===== src/rtl/lca_pkg.sv =====
`timescale 1ns / 1ps

package lca_pkg;

    localparam int DIR_W   = 16;
    localparam int POS_W   = 20;
    localparam int DIST_W  = 21;
    localparam int LIMIT_W = 29;

    localparam int DIR_FRAC_BITS = 14;
    localparam int DOT_FRAC      = 28;
    localparam int PROJ_DROP     = 8;
    localparam int DEN_SHIFT     = DOT_FRAC + PROJ_DROP - DIR_FRAC_BITS;

    // divider: magnitude of numerator, divisor and quotient
    localparam int DIV_N_W   = 58;
    localparam int DIV_D_W   = 35;
    localparam int DIV_Q_W   = 41;
    localparam int DIV_CMP_W = DIV_D_W + DIV_Q_W;

    // square root: radicand and root
    localparam int SQ_IN_W  = 44;
    localparam int SQ_OUT_W = SQ_IN_W / 2;
    localparam int SQ_REM_W = SQ_OUT_W + 2;

    localparam int STEP_W = DIV_Q_W + 1;

    typedef struct packed {
        logic [2:0][DIR_W-1:0] ua;
        logic [2:0][DIR_W-1:0] ub;
        logic [2:0][POS_W-1:0] pa;
        logic [2:0][POS_W-1:0] pb;
    } geom_t;

    typedef struct packed {
        logic neg;
        logic nneg;
        logic nzero;
        logic dzero;
        logic ovf;
    } div_flag_t;

    typedef struct packed {
        geom_t     g;
        logic      par;
        div_flag_t f1;
        div_flag_t f2;
    } div_side_t;

    typedef struct packed {
        logic [2:0][POS_W-1:0] na;
        logic [2:0][POS_W-1:0] nb;
        logic                  par;
        logic                  pos;
    } sq_side_t;

endpackage


===== src/rtl/lca_sqrt.sv =====
`timescale 1ns / 1ps

// digit-by-digit integer square root, one root bit per stage
module lca_sqrt (
    input  logic                         aclk,
    input  logic                         en,
    input  logic [lca_pkg::SQ_IN_W-1:0]  radicand,
    output logic [lca_pkg::SQ_OUT_W-1:0] root
);
    import lca_pkg::*;

    logic [SQ_IN_W-1:0]  x_reg [SQ_OUT_W];
    logic [SQ_REM_W-1:0] rem_reg [SQ_OUT_W];
    logic [SQ_OUT_W-1:0] root_reg [SQ_OUT_W];
    logic [SQ_IN_W-1:0]  x_in [SQ_OUT_W];
    logic [SQ_REM_W-1:0] rem_in [SQ_OUT_W];
    logic [SQ_OUT_W-1:0] root_in [SQ_OUT_W];

    for (genvar s = 0; s < SQ_OUT_W; s++) begin : g_stage
        logic [SQ_REM_W-1:0] rem_sh;
        logic [SQ_REM_W-1:0] trial;
        logic                ge;
        logic [SQ_IN_W-1:0]  x_next;
        logic [SQ_REM_W-1:0] rem_next;
        logic [SQ_OUT_W-1:0] root_next;

        if (s == 0) begin : g_first
            assign x_in[s]    = radicand;
            assign rem_in[s]  = '0;
            assign root_in[s] = '0;
        end else begin : g_rest
            assign x_in[s]    = x_reg[s-1];
            assign rem_in[s]  = rem_reg[s-1];
            assign root_in[s] = root_reg[s-1];
        end

        assign rem_sh    = {rem_in[s][SQ_REM_W-3:0], x_in[s][SQ_IN_W-1 -: 2]};
        assign trial     = {root_in[s], 2'b01};
        assign ge        = rem_sh >= trial;
        assign rem_next  = ge ? rem_sh - trial : rem_sh;
        assign root_next = {root_in[s][SQ_OUT_W-2:0], ge};
        assign x_next    = {x_in[s][SQ_IN_W-3:0], 2'b00};

        always_ff @(posedge aclk) begin
            if (en) begin
                x_reg[s]    <= x_next;
                rem_reg[s]  <= rem_next;
                root_reg[s] <= root_next;
            end
        end
    end

    assign root = root_reg[SQ_OUT_W-1];

endmodule


===== config.mk =====
export PLATFORM = sky130hd
export DESIGN_NAME = lca_sqrt
export DESIGN_NICKNAME = d
export VERILOG_FILES = /design/src/rtl/lca_pkg.sv /design/src/rtl/lca_sqrt.sv
export SDC_FILE = /design/constraint.sdc
export NUM_CORES = 2
export LEC_CHECK = 0
export ABC_CLOCK_PERIOD_IN_PS = 3500
export BUFFER_PORTS_ARGS = -buffer_cell sky130_fd_sc_hd__buf_2
export CORE_MARGIN = 2
export CORE_UTILIZATION = 47
export DETAILED_ROUTE_END_ITERATION = 8
export SETUP_SLACK_MARGIN = 0.3
export SLEW_MARGIN = 5
export SYNTH_ARGS = -nofsm -noshare
export SYNTH_HDL_FRONTEND = slang
export SYNTH_SLANG_ARGS = --single-unit

===== constraint.sdc =====
create_clock -name aclk -period 3.5 [get_ports aclk]
set_input_delay 0.175 -clock aclk [delete_from_list [all_inputs] [get_ports aclk]]
set_output_delay 0.175 -clock aclk [all_outputs]
set_load 0.005 [all_outputs]

==> metrics.yaml <==
synthesis:
  ys_ff_latch: 1149
  syn_inst: 4023
  synth_cell_type_count: 80
  netlist.area_leader.share_pct: 64.9
  dominantRegCellSynth: "edfxtp_1"
  async_flop_share_pct: 0
  syn_area_per_cell_um2: 13.2
  synth_warnings: 0
  synth_nets: 4345
  synth_largest_area_cell: "edfxtp_1"
  synth_edf_count: 1149
  ys_seq_area_share_pct: 64.9
  synth_area_mm2: 0.0531
  netlist_top_cells_area: "edfxtp_1 (65%), ha_1 (6.5%), xnor2_1 (3.1%), inv_1 (2.5%), xor2_1 (2.2%)"
route:
  drc_errors: 0
  post_drt_wl_per_cell_um: 16.7
  drt_iter0_drc: 2304
  via_per_inst: 5.26
  num_vias: 30917
  wl_um: 98100
  drt.antenna.violating_nets: 0
  dr.pass1.iters: 5
die:
  fp.dieH_um: 340
  die-width_um: 340
  pin_count: 68
  die_area_mm2: 0.116
  core_area_mm2: 0.112
  start_util_pct: 47.3
  num_rows: 123
timing:
  finClkSkew_ns: 0.0220
  max_slew_margin_pct: 44.7
  finalHoldViolations: 0
  worstMarginPinSlew_ns: 0.820
  rsz0062_at_grt: "yes"
  maxSlewViolCount: 0
  fin_crit_sh_pct: 88.6
  period_minus_slack_ns: 3.10
  setup_viol: 0
  setup_tns_ns: 0
  max_freq_mhz: 323
worst_setup_path:
  regToRegStartpoint: "root_reg[1][74]"
  cp_top_family: "simple AND/OR/NAND/NOR gates"
  max_stage_delay_ns: 0.47
  startpoint: "root_reg[1][74]"
  critPathBufInv: 1
  r2r_cells: 9
  cp-start-kind: "register"
  cpMostUsedCell: "and4_1"
  path_max_fanout: 5
  worstSetupPathType: "register to register"
  reg2reg_slack_ns: 0.40
  cp_cell_sequence: "inv_1 -> ha_1 -> and4_1 -> and4_1 -> a31oi_1 -> nor3b_2 -> a311o_1 -> or3_1 -> xnor2_1"
  r2r-end: "rem_reg[1][114]"
  worstSetupEndpointType: "register"
  worst_ep_arrival_time_ns: 3.56
  cp.required_ns: 3.96
  slowest_stage: "edfxtp_1"
placement:
  dp_hpwl_um: 68400
  io_buffers: 67
  place_congestion: 0.850
finish:
  nNetsFinal: 4600
  final_core_util_pct: 54.0
  drive_gt1_share_pct: 10.3
  largest_register_ffs: 462
  area_delta_synth_final_pct: 14.2
clock_tree:
  cts_tree: "done"
  clk_latency_ns: 0.71
  root_buffer: "clkbuf_16"
  clockBufferDepth: 3
  cts.clk_slew.worst_paths_ns: 0.06
  htree_levels: 3
  cts_sinks: 1149
  cts_made_buffers: 119
flow_run:
  drv_cap: 0
hold_path:
  holdCritStartpoint: "en"
  holdPathEnd: "x_reg[0][12]"
  min_path_type: "input port to register"
  holdPathStages: 1
pwr:
  ir_drop_mv: 0.450
  p_leak_uw: 0.0235
  powerDensity_mw_per_mm2: 648
  totalPowerFinal_uw: 39300
global_routing:
  grt_usage_pct: 17.0
  grt_pass1_wl_um: 159000
  grt_overflow: 0
  antenna_found_initial: 0
  grt_pass1_vias: 29903
  grt_max_degree: 86
run_status:
  run_status: "finished clean"
worst max-delay path by stage:
stage | end | depth (start not counted)
3_3_place_gp | rem_reg[2][4] | 9
3_5_place_dp | rem_reg[2][15] | 9
5_1_grt | rem_reg[0][156] | 8
4_1_cts | rem_reg[2][15] | 9
6_report | rem_reg[1][114] | 9
2_1_floorplan | rem_reg[2][100] | 9
worst register-to-register path: stages (launching register included):
cell	delay, ns
edfxtp_1	0.47
inv_1	0.07
ha_1	0.35
and4_1	0.39
and4_1	0.39
a31oi_1	0.15
nor3b_2	0.20
a311o_1	0.35
or3_1	0.34
xnor2_1	0.13
metal layers:
layer	routed length, um	up-vias	part of all wire, %	global-route usage (%)
li1	-	15448	-	-
met1	49200	14695	50	25.9
met2	41900	631	43	25.2
met3	5010	143	5.1	2.77
met4	2080	0	2.1	4.88
met5	0	-	0	0
through the flow:
step | hold WS, ns | setup slack [ns] | instance area, um2 | instances
2_1_floorplan | 0.274 | 0.317 | 53100 | 4023
5_1_grt | 0.0495 | 0.299 | 60700 | 5882
6_report | 0.0432 | 0.400 | 60700 | 5883
3_5_place_dp | 0.353 | 0.310 | 55900 | 5606
3_3_place_gp | 0.351 | 0.296 | 55900 | 5606
4_1_cts | 0.0167 | 0.300 | 60500 | 5876
cell families (layout without fill, tap and decap cells):
| family | count (synthesis) | after routing | synth area share (%) |
|---|---|---|---|
| AO/OA/AOI/OAI | 800 | 800 | 9.53 |
| XOR/XNOR | 325 | 325 | 5.36 |
| adder cells (fa/ha/maj) | 276 | 276 | 6.50 |
| buffers and inverters | 417 | 776 | 2.97 |
| flip-flops | 1149 | 1149 | 64.9 |
| multiplexers | 64 | 64 | 1.34 |
| other | 1 | 2 | 0.00706 |
| AND/OR/NAND/NOR | 991 | 991 | 9.36 |
Yosys cell counts (30+ instances only):
cell,number
edfxtp_1,1149
inv_1,353
ha_1,276
nand2_1,248
nor2_1,236
a21oi_1,228
o21ai_0,193
xnor2_1,189
xor2_1,136
nor3_1,101
a21o_1,87
o21a_1,68
nand3_1,58
mux2_2,56
clkbuf_1,49
nor4_1,47
nor2b_1,46
nand2b_1,45
or3_1,39
o31ai_1,31
a211oi_1,30
where the power goes:
part / switching (uW) / internal, uW / leakage [uW]
Clock: 5280 / 7950 / 0.00202
Combinational: 4180 / 3470 / 0.0104
Sequential: 1030 / 17400 / 0.0110
layout by cell type (no fill, tap or decap), types with 12 or more instances in the layout:
master | Yosys | routed
o211ai_1 | 15 | 15
o21bai_1 | 21 | 21
and3_1 | 21 | 20
xnor2_1 | 189 | 188
mux2_2 | 56 | 56
nor2_1 | 236 | 234
and2_1 | 16 | 16
clkinv_2 | 0 | 24
a21oi_1 | 228 | 227
or3_1 | 39 | 38
clkinv_1 | 2 | 28
or4_1 | 23 | 21
o21a_1 | 68 | 68
clkbuf_1 | 49 | 16
bufinv_16 | 0 | 22
o31ai_1 | 31 | 28
buf_4 | 1 | 67
buf_2 | 9 | 66
nand2_1 | 248 | 247
dlygate4sd3_1 | 0 | 45
a31oi_1 | 19 | 19
nand4_1 | 29 | 29
nor4_1 | 47 | 47
nand3b_1 | 14 | 14
o21ai_0 | 193 | 186
buf_12 | 0 | 15
ha_1 | 276 | 276
nand2b_1 | 45 | 45
nor3_1 | 101 | 100
a211oi_1 | 30 | 27
xor2_1 | 136 | 136
nand4b_1 | 12 | 12
a21o_1 | 87 | 87
nand3_1 | 58 | 57
clkbuf_16 | 0 | 121
inv_1 | 353 | 351
or2_2 | 15 | 15
a21boi_0 | 16 | 14
edfxtp_1 | 1149 | 1149
nor2b_1 | 46 | 45
cell type report:
cell class | count | area (um2)
timing repair buffer | 194 | 1600
tap | 1500 | 1880
inverter | 356 | 1340
timing repair inverter | 1 | 7.51
clock buffer | 137 | 3090
clock inverter | 88 | 1060
sequential | 1149 | 34500
antenna | 1 | 2.50
multi-input combinational | 2457 | 17200
fill | 9423 | 51600
repair_timing:
action                     4_1_cts  5_1_grt
hold buffers                    45        0
setup endpoints to repair        0      133
hold endpoints to repair        45        0
setup buffers                    0        5
gates resized for setup          0       39
Power figures use the tool's default switching activity.
